**config.mk**
```make
export PLATFORM = sky130hd
export DESIGN_NAME = timed_pin_pulse_table_flat
export DESIGN_NICKNAME = d
export VERILOG_FILES = /design/src/rtl/tppt_pkg.sv /design/src/rtl/tppt_req_if.sv /design/src/rtl/tppt_rsp_if.sv /design/src/rtl/tppt_datapath.sv /design/src/rtl/tppt_controller.sv /design/src/rtl/timed_pin_pulse_table.sv /design/src/flat_wrapper.sv
export VERILOG_INCLUDE_DIRS = /design/src /design/src/rtl
export SDC_FILE = /design/constraint.sdc
export NUM_CORES = 1
export LEC_CHECK = 0
export BUFFER_PORTS_ARGS = -buffer_cell sky130_fd_sc_hd__buf_2
export CAP_MARGIN = 20
export CORE_MARGIN = 3
export CORE_UTILIZATION = 60
export DETAILED_ROUTE_END_ITERATION = 12
export PLACE_DENSITY = 0.8
export SYNTH_ARGS = -nofsm -noshare
export SYNTH_HDL_FRONTEND = slang
export SYNTH_SLANG_ARGS = --single-unit
```
**constraint.sdc**
```tcl
create_clock -name clock -period 4.8 [get_ports clock]
set_input_delay 0.96 -clock clock [delete_from_list [all_inputs] [get_ports clock]]
set_output_delay 0.96 -clock clock [all_outputs]
set_load 0.01 [all_outputs]
```
**src/rtl/timed_pin_pulse_table_macros.svh**
```systemverilog
// Assertion macros for the pulse table top level.
`ifndef TIMED_PIN_PULSE_TABLE_MACROS_SVH
`define TIMED_PIN_PULSE_TABLE_MACROS_SVH

// Check that cons holds in the same cycle as ante.
`define TPPT_ASSERT_SAME(label, ante, cons, msg) \
   label: assert property (@(posedge clock) disable iff (reset) (ante) |-> (cons)) \
      else $error(msg);

// Check that cons holds in the cycle after ante.
`define TPPT_ASSERT_NEXT(label, ante, cons, msg) \
   label: assert property (@(posedge clock) disable iff (reset) (ante) |=> (cons)) \
      else $error(msg);

`endif

```
**src/rtl/tppt_pkg.sv**
```systemverilog
// Shared types and constants for the pulse table.
package tppt_pkg;

   localparam int MAX_RESULTS = 4;
   localparam int CNT_BITS    = $clog2(MAX_RESULTS);

   localparam logic ACTION_TICK  = 1'b0;
   localparam logic ACTION_START = 1'b1;

   localparam logic CMD_DRIVE  = 1'b0;
   localparam logic CMD_TOGGLE = 1'b1;

   // controller to datapath
   typedef struct packed {
      logic start;   // store a pulse and load its drive result
      logic latch;   // capture the tick time
      logic scan;    // capture the due vector
      logic emit;    // load one toggle result and free its slot
   } tppt_cmd_type;

   // datapath to controller
   typedef struct packed {
      logic due_any;
      logic emit_last;
   } tppt_stat_type;

endpackage

```
**src/rtl/tppt_req_if.sv**
```systemverilog
// Request channel: tick and start items.
interface tppt_req_if #(
   parameter int PIN_ID_BITS = 6
);
   logic                   valid;
   logic                   ready;
   logic                   action;
   logic [31:0]            now_ms;
   logic [PIN_ID_BITS-1:0] pin_id;
   logic [31:0]            duration_ms;
   logic                   end_level;

   modport source (output valid, action, now_ms, pin_id, duration_ms, end_level,
                   input ready);
   modport sink   (input valid, action, now_ms, pin_id, duration_ms, end_level,
                   output ready);
endinterface

```
**src/rtl/tppt_rsp_if.sv**
```systemverilog
// Response channel: pin drive and toggle commands.
interface tppt_rsp_if #(
   parameter int PIN_ID_BITS = 6
);
   logic                   valid;
   logic                   ready;
   logic [PIN_ID_BITS-1:0] out_pin;
   logic                   command;
   logic                   drive_level;
   logic                   slot_taken;
   logic                   last;

   modport source (output valid, out_pin, command, drive_level, slot_taken, last,
                   input ready);
   modport sink   (input valid, out_pin, command, drive_level, slot_taken, last,
                   output ready);
endinterface

```
**src/rtl/tppt_datapath.sv**
```systemverilog
// Slot table, deadline compare and result register of the pulse table.
module tppt_datapath #(
   parameter int SLOTS       = 4,
   parameter int PIN_ID_BITS = 6
) (
   input  logic                       clock,
   input  logic                       reset,
   input  tppt_pkg::tppt_cmd_type     cmd,
   output tppt_pkg::tppt_stat_type    stat,
   input  logic [31:0]                req_now_ms,
   input  logic [PIN_ID_BITS-1:0]     req_pin_id,
   input  logic [31:0]                req_duration_ms,
   input  logic                       req_end_level,
   output logic [PIN_ID_BITS-1:0]     rsp_out_pin,
   output logic                       rsp_command,
   output logic                       rsp_drive_level,
   output logic                       rsp_slot_taken,
   output logic                       rsp_last
);
   import tppt_pkg::*;

   localparam int SLOT_BITS = (SLOTS > 1) ? $clog2(SLOTS) : 1;

   logic [SLOTS-1:0]       busy_ff, busy_in;
   logic [SLOTS-1:0]       due_ff, due_in;
   logic [31:0]            now_ff;
   logic [CNT_BITS-1:0]    cnt_ff;
   logic [PIN_ID_BITS-1:0] slot_pin_ff [SLOTS];
   logic [31:0]            slot_deadline_ff [SLOTS];

   logic [PIN_ID_BITS-1:0] out_pin_ff;
   logic                   command_ff;
   logic                   drive_level_ff;
   logic                   slot_taken_ff;
   logic                   last_ff;

   logic [SLOT_BITS-1:0]   free_idx;
   logic                   free_any;
   logic [SLOT_BITS-1:0]   sel_idx;
   logic [SLOTS-1:0]       due_rest;
   logic                   emit_last;

   // lowest free slot
   always_comb begin
      free_idx = '0;
      for (int i = SLOTS - 1; i >= 0; i--) begin
         if (!busy_ff[i]) free_idx = SLOT_BITS'(i);
      end
   end
   assign free_any = ~&busy_ff;

   // lowest due slot still to be emitted
   always_comb begin
      sel_idx = '0;
      for (int i = SLOTS - 1; i >= 0; i--) begin
         if (due_ff[i]) sel_idx = SLOT_BITS'(i);
      end
   end

   assign due_rest  = due_ff & ~(SLOTS'(1) << sel_idx);
   assign emit_last = (cnt_ff == CNT_BITS'(MAX_RESULTS - 1)) || (due_rest == '0);

   always_comb begin
      for (int i = 0; i < SLOTS; i++) begin
         due_in[i] = busy_ff[i] && (now_ff >= slot_deadline_ff[i]);
      end
   end

   always_comb begin
      busy_in = busy_ff;
      if (cmd.start && free_any) busy_in[free_idx] = 1'b1;
      if (cmd.emit)              busy_in[sel_idx]  = 1'b0;
   end

   always_ff @(posedge clock) begin
      if (reset) begin
         busy_ff <= '0;
      end else begin
         busy_ff <= busy_in;
      end
   end

   always_ff @(posedge clock) begin
      if (cmd.start && free_any) begin
         slot_pin_ff[free_idx]      <= req_pin_id;
         slot_deadline_ff[free_idx] <= req_now_ms + req_duration_ms;
      end
      if (cmd.latch) now_ff <= req_now_ms;
      if (cmd.scan) begin
         due_ff <= due_in;
         cnt_ff <= '0;
      end else if (cmd.emit) begin
         due_ff <= due_rest;
         cnt_ff <= cnt_ff + CNT_BITS'(1);
      end
   end

   // result register
   always_ff @(posedge clock) begin
      if (cmd.start) begin
         out_pin_ff     <= req_pin_id;
         command_ff     <= CMD_DRIVE;
         drive_level_ff <= ~req_end_level;
         slot_taken_ff  <= free_any;
         last_ff        <= 1'b1;
      end else if (cmd.emit) begin
         out_pin_ff     <= slot_pin_ff[sel_idx];
         command_ff     <= CMD_TOGGLE;
         drive_level_ff <= 1'b0;
         slot_taken_ff  <= 1'b0;
         last_ff        <= emit_last;
      end
   end

   assign stat.due_any   = |due_ff;
   assign stat.emit_last = emit_last;

   assign rsp_out_pin     = out_pin_ff;
   assign rsp_command     = command_ff;
   assign rsp_drive_level = drive_level_ff;
   assign rsp_slot_taken  = slot_taken_ff;
   assign rsp_last        = last_ff;

endmodule

```
**src/rtl/tppt_controller.sv**
```systemverilog
// Sequencing state machine of the pulse table.
module tppt_controller (
   input  logic                    clock,
   input  logic                    reset,
   input  logic                    req_valid,
   input  logic                    req_action,
   output logic                    req_ready,
   input  logic                    rsp_ready,
   output logic                    rsp_valid,
   output tppt_pkg::tppt_cmd_type  cmd,
   input  tppt_pkg::tppt_stat_type stat
);
   import tppt_pkg::*;

   localparam logic [1:0] ST_IDLE = 2'd0;
   localparam logic [1:0] ST_SCAN = 2'd1;
   localparam logic [1:0] ST_EMIT = 2'd2;

   logic [1:0] state_ff, state_in;
   logic       out_valid_ff, out_valid_in;
   logic       out_free;
   logic       req_xfer;

   assign out_free = !out_valid_ff || rsp_ready;
   assign req_ready = (state_ff == ST_IDLE) && out_free;
   assign req_xfer  = req_valid && req_ready;

   always_comb begin
      state_in  = state_ff;
      cmd       = '0;
      unique case (state_ff)
         ST_IDLE: begin
            if (req_xfer) begin
               if (req_action == ACTION_START) begin
                  cmd.start = 1'b1;
               end else begin
                  cmd.latch = 1'b1;
                  state_in  = ST_SCAN;
               end
            end
         end
         ST_SCAN: begin
            cmd.scan = 1'b1;
            state_in = ST_EMIT;
         end
         ST_EMIT: begin
            if (!stat.due_any) begin
               state_in = ST_IDLE;
            end else if (out_free) begin
               cmd.emit = 1'b1;
               if (stat.emit_last) state_in = ST_IDLE;
            end
         end
         default: begin
            state_in = ST_IDLE;
         end
      endcase
   end

   always_comb begin
      out_valid_in = out_valid_ff;
      if (out_valid_ff && rsp_ready) out_valid_in = 1'b0;
      if (cmd.start || cmd.emit)     out_valid_in = 1'b1;
   end

   always_ff @(posedge clock) begin
      if (reset) begin
         state_ff     <= ST_IDLE;
         out_valid_ff <= 1'b0;
      end else begin
         state_ff     <= state_in;
         out_valid_ff <= out_valid_in;
      end
   end

   assign rsp_valid = out_valid_ff;

endmodule

```
**src/rtl/timed_pin_pulse_table.sv**
```systemverilog
// Top level of the timed pin pulse table.
//
// A table of SLOTS one-shot pulse slots. A start item (action = 1) yields one
// drive result at once: the pin is driven to the inverse of end_level, and
// slot_taken tells whether a free slot (lowest index first) took the pin with
// a deadline of now_ms + duration_ms, wrapping at 2^32. A tick item
// (action = 0) frees the busy slots whose deadline is at or below now_ms in
// plain unsigned terms and yields one toggle result per freed slot, in slot
// order, at most four per tick; further due slots wait for a later tick. The
// last result of an item carries last = 1; a tick with nothing due yields no
// result. The result of a start item sits in the output register the cycle
// after the transfer. A tick first latches the time, then compares all
// deadlines in parallel, then loads its toggles one after another, holding
// while the output register is full, or finds that nothing is due. The
// single output register and the shared table mean that the next item is
// taken once the controller is back in idle and the output register is free
// or being drained. In the table, reset clears only the busy flags; slot
// contents are written before they are read.

`include "timed_pin_pulse_table_macros.svh"

module timed_pin_pulse_table #(
   parameter int SLOTS       = 4,
   parameter int PIN_ID_BITS = 6
) (
   input logic        clock,
   input logic        reset,
   tppt_req_if.sink   req_chan,
   tppt_rsp_if.source rsp_chan
);
   import tppt_pkg::*;

   tppt_cmd_type  cmd;
   tppt_stat_type stat;

   // Terms for the checks at the end.
   logic rsp_room;
   logic start_xfer;
   logic drive_out;
   logic toggle_mid;

   // Sequence items: accept, scan deadlines, emit toggles one per cycle while the output is free.
   tppt_controller u_ctrl (
      .clock      (clock),
      .reset      (reset),
      .req_valid  (req_chan.valid),
      .req_action (req_chan.action),
      .req_ready  (req_chan.ready),
      .rsp_ready  (rsp_chan.ready),
      .rsp_valid  (rsp_chan.valid),
      .cmd        (cmd),
      .stat       (stat)
   );

   // Hold the slot table and the result register.
   tppt_datapath #(
      .SLOTS       (SLOTS),
      .PIN_ID_BITS (PIN_ID_BITS)
   ) u_dp (
      .clock           (clock),
      .reset           (reset),
      .cmd             (cmd),
      .stat            (stat),
      .req_now_ms      (req_chan.now_ms),
      .req_pin_id      (req_chan.pin_id),
      .req_duration_ms (req_chan.duration_ms),
      .req_end_level   (req_chan.end_level),
      .rsp_out_pin     (rsp_chan.out_pin),
      .rsp_command     (rsp_chan.command),
      .rsp_drive_level (rsp_chan.drive_level),
      .rsp_slot_taken  (rsp_chan.slot_taken),
      .rsp_last        (rsp_chan.last)
   );

   assign rsp_room   = !rsp_chan.valid || rsp_chan.ready;
   assign start_xfer = req_chan.valid && req_chan.ready && (req_chan.action == ACTION_START);
   assign drive_out  = rsp_chan.valid && rsp_chan.last && (rsp_chan.command == CMD_DRIVE);
   assign toggle_mid = rsp_chan.valid && (rsp_chan.command == CMD_TOGGLE) && !rsp_chan.last;

   // Accept a request only when the output register can take its result.
   `TPPT_ASSERT_SAME(a_ready_needs_room, req_chan.ready, rsp_room, "ready with output blocked")

   // A start transfer loads a final drive result.
   `TPPT_ASSERT_NEXT(a_start_gives_drive, start_xfer, drive_out, "start without drive result")

   // Block new requests while a tick still has toggles to send.
   `TPPT_ASSERT_SAME(a_toggle_run_blocks, toggle_mid, !req_chan.ready, "ready during toggle run")

endmodule
```
**src/flat_wrapper.sv**
```systemverilog
// flat-port wrapper written by rule: the top's interface ports become plain ports
module timed_pin_pulse_table_flat import tppt_pkg::*;
#(
   parameter int SLOTS       = 4,
   parameter int PIN_ID_BITS = 6
)
  (clock, reset, req_chan_valid, req_chan_action, req_chan_now_ms, req_chan_pin_id, req_chan_duration_ms, req_chan_end_level, req_chan_ready, rsp_chan_valid, rsp_chan_out_pin, rsp_chan_command, rsp_chan_drive_level, rsp_chan_slot_taken, rsp_chan_last, rsp_chan_ready);
  tppt_req_if #(.PIN_ID_BITS(PIN_ID_BITS)) req_chan_i ();
  tppt_rsp_if #(.PIN_ID_BITS(PIN_ID_BITS)) rsp_chan_i ();
  input logic clock;
  input logic reset;
  input wire logic [$bits(req_chan_i.valid)-1:0] req_chan_valid;
  input wire logic [$bits(req_chan_i.action)-1:0] req_chan_action;
  input wire logic [$bits(req_chan_i.now_ms)-1:0] req_chan_now_ms;
  input wire logic [$bits(req_chan_i.pin_id)-1:0] req_chan_pin_id;
  input wire logic [$bits(req_chan_i.duration_ms)-1:0] req_chan_duration_ms;
  input wire logic [$bits(req_chan_i.end_level)-1:0] req_chan_end_level;
  output wire logic [$bits(req_chan_i.ready)-1:0] req_chan_ready;
  output wire logic [$bits(rsp_chan_i.valid)-1:0] rsp_chan_valid;
  output wire logic [$bits(rsp_chan_i.out_pin)-1:0] rsp_chan_out_pin;
  output wire logic [$bits(rsp_chan_i.command)-1:0] rsp_chan_command;
  output wire logic [$bits(rsp_chan_i.drive_level)-1:0] rsp_chan_drive_level;
  output wire logic [$bits(rsp_chan_i.slot_taken)-1:0] rsp_chan_slot_taken;
  output wire logic [$bits(rsp_chan_i.last)-1:0] rsp_chan_last;
  input wire logic [$bits(rsp_chan_i.ready)-1:0] rsp_chan_ready;
  assign req_chan_i.valid = req_chan_valid;
  assign req_chan_i.action = req_chan_action;
  assign req_chan_i.now_ms = req_chan_now_ms;
  assign req_chan_i.pin_id = req_chan_pin_id;
  assign req_chan_i.duration_ms = req_chan_duration_ms;
  assign req_chan_i.end_level = req_chan_end_level;
  assign req_chan_ready = req_chan_i.ready;
  assign rsp_chan_valid = rsp_chan_i.valid;
  assign rsp_chan_out_pin = rsp_chan_i.out_pin;
  assign rsp_chan_command = rsp_chan_i.command;
  assign rsp_chan_drive_level = rsp_chan_i.drive_level;
  assign rsp_chan_slot_taken = rsp_chan_i.slot_taken;
  assign rsp_chan_last = rsp_chan_i.last;
  assign rsp_chan_i.ready = rsp_chan_ready;
  timed_pin_pulse_table #(.SLOTS(SLOTS), .PIN_ID_BITS(PIN_ID_BITS)) u_core (.clock(clock), .reset(reset), .req_chan(req_chan_i), .rsp_chan(rsp_chan_i));
endmodule
```
-- Word level (Yosys, flattened, before mapping)
Memory sizes are Yosys's and may differ from the RTL's.
Index checks and enable logic that the tools add are counted.
- register bits: 55
- RAM bits: 152
- output and inout bits: 12
- word-level logic and storage cells: 99
- memories: 2
- add/sub/neg operators: 2
- magnitude comparators: 8
- eq/ne operators: 7
- shifts and indexed selects: 1
- multiplexer cells: 39
- bitwise gates (word level): 6
- reductions and logical operators: 23
- memories (memory ; depth ; width ; rd ports ; clocked after Yosys merged registers in ; wr ports ; RTL line ; source):
    u_core.u_dp.slot_deadline_ff ; 4 ; 32 ; 4 ; 0 ; 1 ; tppt_datapath.sv:29 ; logic [31:0] slot_deadline_ff [SLOTS];
    u_core.u_dp.slot_pin_ff ; 4 ; 6 ; 1 ; 0 ; 1 ; tppt_datapath.sv:28 ; logic [PIN_ID_BITS-1:0] slot_pin_ff [SLOTS];
- operators by type and width (operator ; count):
    32-bit >= comparator ; 4
    32-bit adder ; 1
    2-bit 2-to-1 mux ; 15
    4-bit 2-to-1 mux ; 4
    1-bit 2-to-1 mux ; 15
    6-bit 2-to-1 mux ; 2
    1-bit logical AND ; 10
    4-bit bitwise AND ; 2
    4-bit NOT ; 2
    4-bit AND reduction ; 2
    2-bit by 3-bit less-than comparator with 1-bit output (second input constant) ; 2
    3-bit != test (second input constant) ; 2
    2-bit one-hot mux with 3 select lines ; 1
    2-bit nonzero test ; 3
    1-bit demux with 2-bit select ; 2
    2-bit equality test (second input constant) ; 2
    2-bit by 1-bit >= comparator with 1-bit output (second input constant) ; 2
    4-bit logical NOT ; 1
    2-bit != test (second input constant) ; 2
    4-bit OR ; 1
    4-bit OR reduction ; 1
    1-bit by 2-bit << shifter with 4-bit output (first input constant) ; 1
    1-bit logical OR ; 3
    2-bit by 1-bit adder with 2-bit output (second input constant) ; 1
    other kinds (4) ; 5

-- Longest topological paths before layout
Gate-level depths: netlist (run 1).
- depth after elaboration: 13
- depth in mapped cells: 9
- gate-level depth less buffers: 9

-- Hierarchy
A second synthesis (run 1) with hierarchy kept.
- cell total of the unflattened synthesis: 946
- area, all modules: 11512.3 um^2
- by module, submodules not included (module ; times used ; cells each ; area an instance (um^2) ; sequential area each (um^2)):
    tppt_datapath ; 1 ; 926 ; 11319.6 ; 6045.8
    tppt_controller ; 1 ; 20 ; 192.7 ; 60.1

-- Worst setup path after synthesis (run 1)
OpenSTA, ideal clock, no wires.
- path type: in2reg
- start point: input rsp_chan_ready
- end point: memory u_core.u_dp.slot_deadline_ff[0][0] (enable)
- library setup time: 433 ps
- arrival time: 3591 ps
- setup slack: 775 ps
- stages: 5
- cells stage by stage: nor2b_1 > nor3_1 > nand3_1 > clkbuf_1 > nor2_1
- word-level cells in the longest chain between the ends: 8
- RTL lines (what ; RTL line ; source):
    start: declaration ; flat_wrapper.sv:25 ; input wire logic [$bits(rsp_chan_i.ready)-1:0] rsp_chan_ready;
    1-bit logical OR ; -- ;
    1-bit logical AND ; tppt_controller.sv:25 ; assign req_ready = (state_ff == ST_IDLE) && out_free;
    net req_chan_ready ; flat_wrapper.sv:18 ; output wire logic [$bits(req_chan_i.ready)-1:0] req_chan_ready;
    1-bit logical AND ; -- ;
    2-bit 2-to-1 mux ; tppt_controller.sv:33 ; if (req_xfer) begin
    2-bit 2-to-1 mux ; tppt_controller.sv:31 ; unique case (state_ff)
    1-bit logical AND ; tppt_datapath.sv:84 ; if (cmd.start && free_any) begin
    1-bit 2-to-1 mux ; tppt_datapath.sv:84 ;
    1-bit 2-to-1 mux (not written as such) ; tppt_datapath.sv:86 ; slot_deadline_ff[free_idx] <= req_now_ms + req_duration_ms;
    end: declaration ; tppt_datapath.sv:29 ;
The timed path passes the listed nets, and every way through them passes these cells.

-- Worst setup path after layout (run 1)
- start point: input req_chan_duration_ms[0]
- end point: memory u_core.u_dp.slot_deadline_ff[0][28], data pin
- word-level cells in the longest chain between the ends: 1
- RTL lines (what ; RTL line ; source):
    start: declaration ; flat_wrapper.sv:16 ; input wire logic [$bits(req_chan_i.duration_ms)-1:0] req_chan_duration_ms;
    32-bit adder ; tppt_datapath.sv:86 ;
No other way between the ends.

==> results.sh, run 1 <==
export IMPL_row_count=49
export IMPL_yosysTopAreaCell="edfxtp_1"
export IMPL_area_delta_synth_final_pct=13.2
export IMPL_drcViolationCount=0
export IMPL_hold_viol_final=0
export IMPL_drtIter0Drc=530
export IMPL_drtPass1Iterations=6
export IMPL_routed_wirelength_mm=24.0
export IMPL_synth_seq_area_share_pct=53.7
export IMPL_yosys_top_cells_area="edfxtp_1 52%, ha_1 18%, inv_1 4.5%, a21o_1 3.5%, a21oi_1 2.9%"
export IMPL_cts_root_buf="clkbuf_16"
export IMPL_wl_per_cell_um=18.4
export IMPL_slew_headroom_pct=38.9
export IMPL_status="finished clean"
export IMPL_cts_setup_buffers=0
export IMPL_power_frac_comb_pct=13.4
export IMPL_maxSlewViolCount=0
export IMPL_synth_edff_count=196
export IMPL_h_tree_depth=1
export IMPL_finalWorstSetupSlack_ps=1460
export IMPL_fin_setup_tns_ps=0
export IMPL_clock_sinks=207
export IMPL_grt_pass1_vias=7343
export IMPL_cp_max_fo=4
export IMPL_ant_nets=0
export IMPL_cts_buffers=23
export IMPL_syn_area_per_cell_um2=12.1
export IMPL_hold_path_class="reg -> reg"
export IMPL_swShare_pct=25.3
export IMPL_r2r_slack_ps=1950
export IMPL_syn_cell_area_mm2=0.0114
export IMPL_initial_core_util_pct=62.2
export IMPL_setup_viol=0
export IMPL_internal_power_uw=3270
export IMPL_max_cap_viol_count=0
export IMPL_cts_resized=0
export IMPL_p_switching_uw=1110
export IMPL_clock_latency_ps=510
export IMPL_arrival_ps=3640
export IMPL_gp_congestion=0.927
export IMPL_hpwlAfterDp_mm=17.7
export IMPL_hold_path_cell_count=2
export IMPL_ys_seq_elements=207
export IMPL_ioPinCount=88
export IMPL_clk_path_buf_depth=3
export IMPL_finClkSkew_ps=7.81
export IMPL_final_layout_size_suffix_gt1_share_pct=14.1
export IMPL_r2r_end="u_core.u_dp.due_ff[3]"
export IMPL_die_y_um=144
export IMPL_cts_hold_buf=0
export IMPL_reg2reg_depth=9
export IMPL_pwr_density_cell_mw_per_mm2=340
export IMPL_synth_cell_types=65
export IMPL_critical_path_class="in -> reg"
export IMPL_period_share_pct=69.6
export IMPL_async_flop_share_pct=0
export IMPL_grt_overflow=0
export IMPL_diodes=0
export IMPL_synth_fp_nets=1180
export IMPL_yosysTopAreaCellShare_pct=51.8
export IMPL_worstHoldStart="u_core.u_dp.cnt_ff[1]"
export IMPL_grt_pass1_wl_mm=37.5
export IMPL_worst_slew_pin_slew_ps=914
export IMPL_max_vdd_ir_drop_mv=0.274
export IMPL_critPathCaptureType="flip-flop"
export IMPL_cts_tree="yes"
export IMPL_whs_endpoint="u_core.u_dp.cnt_ff[1]"
export IMPL_nNetsFinal=1290
export IMPL_p_seq_share_pct=49.1
export IMPL_core_mm2=0.0183
export IMPL_synth_most_common_cell="edfxtp_1"
export IMPL_viasPerCell=6.01
export IMPL_max_freq_mhz=299
export IMPL_grt_use_total_pct=23.2
export IMPL_post_place_ws_ps=971
export IMPL_yosysWarnings=0
export IMPL_vias=7811
export IMPL_antenna_found_initial=0
export IMPL_critPathRequiredTime_ps=5100
export IMPL_cts_clk_slew_worst_paths_ps=60
export IMPL_ys_top_cells_by_count="196 x edfxtp_1, 160 x ha_1, 135 x inv_1"
export IMPL_die_area_mm2=0.0206
export IMPL_grt_max_degree=39
export IMPL_start_kind="primary input"
export IMPL_r2r_start="u_core.u_dp.now_ff[0]"
export IMPL_synthFlopType="edfxtp_1"
export IMPL_filler_cell_count=1292
export IMPL_p_clk_share_pct=37.5
export IMPL_leakage_uw=0.00570
export IMPL_io_buffers=87
export IMPL_grt_setup_unrepaired="false"
export IMPL_min_period_ps=3340
export IMPL_syn_inst=943
export IMPL_die_w_um=144
## cell families (layout without fill, tap and decap cells)
family | after synthesis | count (layout) | synth area share [%]
AOI/OAI and AO/OA | 226 | 226 | 13.6
DFF | 207 | 207 | 53.7
and+or+nand+nor | 174 | 174 | 7.78
adders and majority gates | 161 | 161 | 17.8
buffers and inverters | 145 | 272 | 4.79
xor gates and xnor gates | 30 | 30 | 2.31
## area by class of cell
cell class	instances	area (um^2)	share of cell area, %
Sequential cell	207	6110	47.4
Multi-Input combinational cell	591	4760	36.9
Clock buffer	23	576	4.47
Timing Repair Buffer	95	508	3.95
Inverter	135	507	3.94
Tap cell	229	287	2.23
Clock inverter	19	133	1.03
## layout by cell type (no fill, tap or decap), types with 25 or more instances in the layout
master      n
inv_1     135
ha_1      160
nand2_1    41
o21ai_0    25
nand4_1    32
a21oi_1    66
buf_2      87
nor2_1     35
edfxtp_1  196
a21o_1     53
## layer usage
layer	vias up	share of wire (%)	global-route usage, %
met5	-	0	0
met4	0	2.0	6.05
met3	46	6.4	2.56
met2	304	46	37.5
met1	3719	45	34.0
li1	3742	-	-
## state kept, by name, indices dropped and copies added (netlist names), 2 cells and up
name,cells
u_core.u_ctrl.state_ff,2
u_core.u_dp.busy_ff,4
u_core.u_dp.rsp_out_pin,6
u_core.u_dp.now_ff,32
u_core.u_dp.slot_pin_ff,24
u_core.u_dp.cnt_ff,2
u_core.u_dp.due_ff,4
u_core.u_dp.slot_deadline_ff,128
## worst max path at each step
stage	slack, ps	end	startpoint
floorplan	780	u_core.u_dp.slot_deadline_ff[0][0]	rsp_chan_ready
global route	1370	u_core.u_dp.slot_deadline_ff[0][28]	req_chan_duration_ms[0]
finish	1460	u_core.u_dp.slot_deadline_ff[0][28]	req_chan_duration_ms[0]
detailed placement	970	u_core.u_dp.slot_deadline_ff[3][28]	req_chan_duration_ms[0]
global placement	1010	u_core.u_dp.slot_deadline_ff[0][28]	req_chan_duration_ms[0]
CTS	1500	u_core.u_dp.slot_deadline_ff[2][28]	req_chan_duration_ms[0]
## worst max-delay path, stage by stage
cell and delay, ps:
buf_2 100, ha_1 250, fa_1 430, a21o_1 230, a22oi_2 340, o221ai_4 230
a2111oi_4 530, o31ai_2 170, a21oi_2 200, xnor2_1 210
## metrics by stage
step	total power, uW	hold WS (ps)	std cells	utilization, %	area (um^2)
2_1_floorplan	2560	440	943	-	11400
3_3_place_gp	2740	450	1256	66.5	12100
3_5_place_dp	2760	460	1256	66.5	12100
4_1_cts	4390	469	1298	70.3	12900
5_1_grt	4540	504	1299	70.4	12900
6_report	4380	469	1299	70.4	12900
## power by group through the flow
stage | clock network, uW | logic (uW) | registers, uW
2_1_floorplan | 0 | 385 | 2180
3_3_place_gp | 0 | 551 | 2180
3_5_place_dp | 0 | 572 | 2190
4_1_cts | 1660 | 579 | 2150
5_1_grt | 1740 | 651 | 2150
6_report | 1640 | 585 | 2150
(Power assumes the default switching activity.)
==> run 2: changes to the inputs <==
CORE_UTILIZATION = 55   (was 60)
PLACE_DENSITY = 0.77   (was 0.8)
clock period = 2.77 ns   (was 4.8 ns; I/O delays follow)
==> results.sh, run 2 (synthesized netlist as in run 1, its figures left out) <==
export IMPL_grt_pass1_wl_mm=39.6
export IMPL_h_tree_depth=1
export IMPL_drtIter0Drc=632
export IMPL_io_buffers=87
export IMPL_hold_path_class="in -> reg"
export IMPL_finClkSkew_ps=13.0
export IMPL_max_freq_mhz=380
export IMPL_critPathSlowestCell="fa_2"
export IMPL_timing_critical_path_buf_inv=3
export IMPL_hpwlAfterDp_mm=18.3
export IMPL_final_common_cell="edfxtp_1"
export IMPL_arrival_ps=2860
export IMPL_met1_usage_pct=30.3
export IMPL_grt_pass1_vias=8000
export IMPL_die_w_um=150
export IMPL_cp_depth=12
export IMPL_final_layout_size_suffix_gt1_share_pct=18.9
export IMPL_status="finished clean"
export IMPL_routed_wirelength_mm=24.7
export IMPL_cts_root_buf="clkbuf_16"
export IMPL_use_met2_pct=38.1
export IMPL_max_cap_viol_count=0
export IMPL_clock_sinks=207
export IMPL_cts_setup_buffers=0
export IMPL_maxSlewViolCount=0
export IMPL_grt_overflow=0
export IMPL_die_y_um=150
export IMPL_antenna_found_initial=0
export IMPL_cts_tree="yes"
export IMPL_p_total_uw=7810
export IMPL_critPathTopFamily="compound AO/OA/AOI/OAI gates"
export IMPL_dpl_cell_count=1355
export IMPL_worst_slew_pin_slew_ps=627
export IMPL_regMostFlops="u_core.u_dp.slot_deadline_ff"
export IMPL_grt_max_degree=39
export IMPL_max_vdd_ir_drop_mv=0.439
export IMPL_min_period_ps=2630
export IMPL_core_mm2=0.0199
export IMPL_viasPerCell=5.63
export IMPL_period_share_pct=95.0
export IMPL_leakage_uw=0.00601
export IMPL_grt_busiest_layer="met2"
export IMPL_slew_headroom_pct=57.7
export IMPL_cp_common_cell="buf_4"
export IMPL_reg_top3="u_core.u_dp.slot_deadline_ff: 128 flops, u_core.u_dp.now_ff: 32 flops, u_core.u_dp.slot_pin_ff: 24 flops"
export IMPL_final_cell_mix="196 x edfxtp_1, 160 x ha_1, 135 x inv_1, 87 x buf_2, 66 x a21oi_1"
export IMPL_grt_setup_unrepaired="false"
export IMPL_ioPinCount=88
export IMPL_vias=7856
export IMPL_critPathRequiredTime_ps=3000
export IMPL_row_count=51
export IMPL_cp_max_fo=4
export IMPL_cts_clk_slew_worst_paths_ps=60
export IMPL_critPathCaptureType="flip-flop"
export IMPL_diodes=0
export IMPL_wl_per_cell_um=17.7
export IMPL_hold_ws_ps=240
export IMPL_cp_cell_sequence="buf_2 > ha_1 > fa_2 > a21o_1 > a22oi_2 > buf_4 > o221ai_4 > a2111oi_4 > buf_4 > o31ai_2 > a21oi_2 > xnor2_2"
export IMPL_cts_hold_buf=0
export IMPL_grt_use_total_pct=22.4
export IMPL_start_kind="primary input"
export IMPL_drtPass1Iterations=5
export IMPL_fin_setup_tns_ps=0
export IMPL_setup_viol=0
export IMPL_hold_viol_final=0
export IMPL_grtUsageMet3_pct=3.27
export IMPL_clock_latency_ps=510
export IMPL_nNetsFinal=1352
export IMPL_cts_buffers=23
export IMPL_ant_nets=0
export IMPL_die_area_mm2=0.0224
export IMPL_clk_path_buf_depth=3
export IMPL_drcViolationCount=0
export IMPL_critical_path_class="in -> reg"
export IMPL_critPathMaxStageDelay_ps=360
export IMPL_reg2reg_depth=8
export IMPL_initial_core_util_pct=57.1
export IMPL_hold_path_cell_count=1
export IMPL_largest_register_ffs=128
export IMPL_pwr_density_cell_mw_per_mm2=580
export IMPL_area_delta_synth_final_pct=18.4
export IMPL_gp_congestion=0.841
export IMPL_cts_resized=0
export IMPL_final_cells=1396
==> run 2: cell count changes in the layout (fill, tap and decap cells not counted) <==
cell,change
buf_12,+4
a2111oi_0,-1
clkbuf_1,+1
fa_2,+1
buf_4,+58
inv_6,-1
clkinvlp_4,+1
xnor2_1,-1
bufinv_16,+1
clkinv_2,-3
a2111oi_2,+1
fa_1,-1
xnor2_2,+1
==> run 2: area by class of cell <==
| cell class | count | area [um^2] |
|---|---|---|
| multi-input combinational | 591 | 4770 |
| tap | 265 | 332 |
| fill | 1475 | 6440 |
| inverter | 135 | 507 |
| clock inverter | 17 | 146 |
| sequential | 207 | 6110 |
| timing repair buffer | 157 | 1020 |
| clock buffer | 24 | 579 |
==> run 2: worst reg2reg max path, stage by stage (launching register included) <==
cell and delay, ps:
edfxtp_1 460, ha_1 320, a21o_1 110, a21o_1 110, a21oi_1 90, o21ai_0 320, a2111oi_2 130, buf_4 150
o41ai_1 610
==> run 2: final timing paths <==
path | from | endpoint | slack [ps]
min reg2reg | u_core.u_dp.cnt_ff[1] | u_core.u_dp.cnt_ff[1] | 470
max reg2reg | u_core.u_dp.now_ff[1] | u_core.u_dp.due_ff[3] | 190
max | req_chan_duration_ms[0] | u_core.u_dp.slot_deadline_ff[3][28] | 140
min | req_chan_now_ms[14] | u_core.u_dp.now_ff[14] | 240
==> run 2: through the flow <==
| stage | area (um^2) | util, % | worst slack (ps) |
|---|---|---|---|
| 3_3_place_gp | 12700 | 63.9 | -313 |
| 4_1_cts | 13500 | 67.6 | 135 |
| 6_report | 13500 | 67.6 | 139 |
| 5_1_grt | 13500 | 67.6 | 18.0 |
| 3_5_place_dp | 12700 | 63.9 | -363 |
| 2_1_floorplan | 11400 | - | 20.9 |
==> run 2: per-layer routing <==
| metal | vias to the layer above | wire length, um |
|---|---|---|
| li1 | 3866 | - |
| met1 | 3689 | 10800 |
| met2 | 255 | 11800 |
| met3 | 46 | 1520 |
| met4 | 0 | 565 |
| met5 | - | 0 |
==> run 2: where the power goes <==
part,leakage (uW),switching [uW],internal [uW]
Clock,0.000345,1210,1710
Sequential,0.00188,69.8,3650
Combinational,0.00379,651,517
Total,0.00601,1930,5880
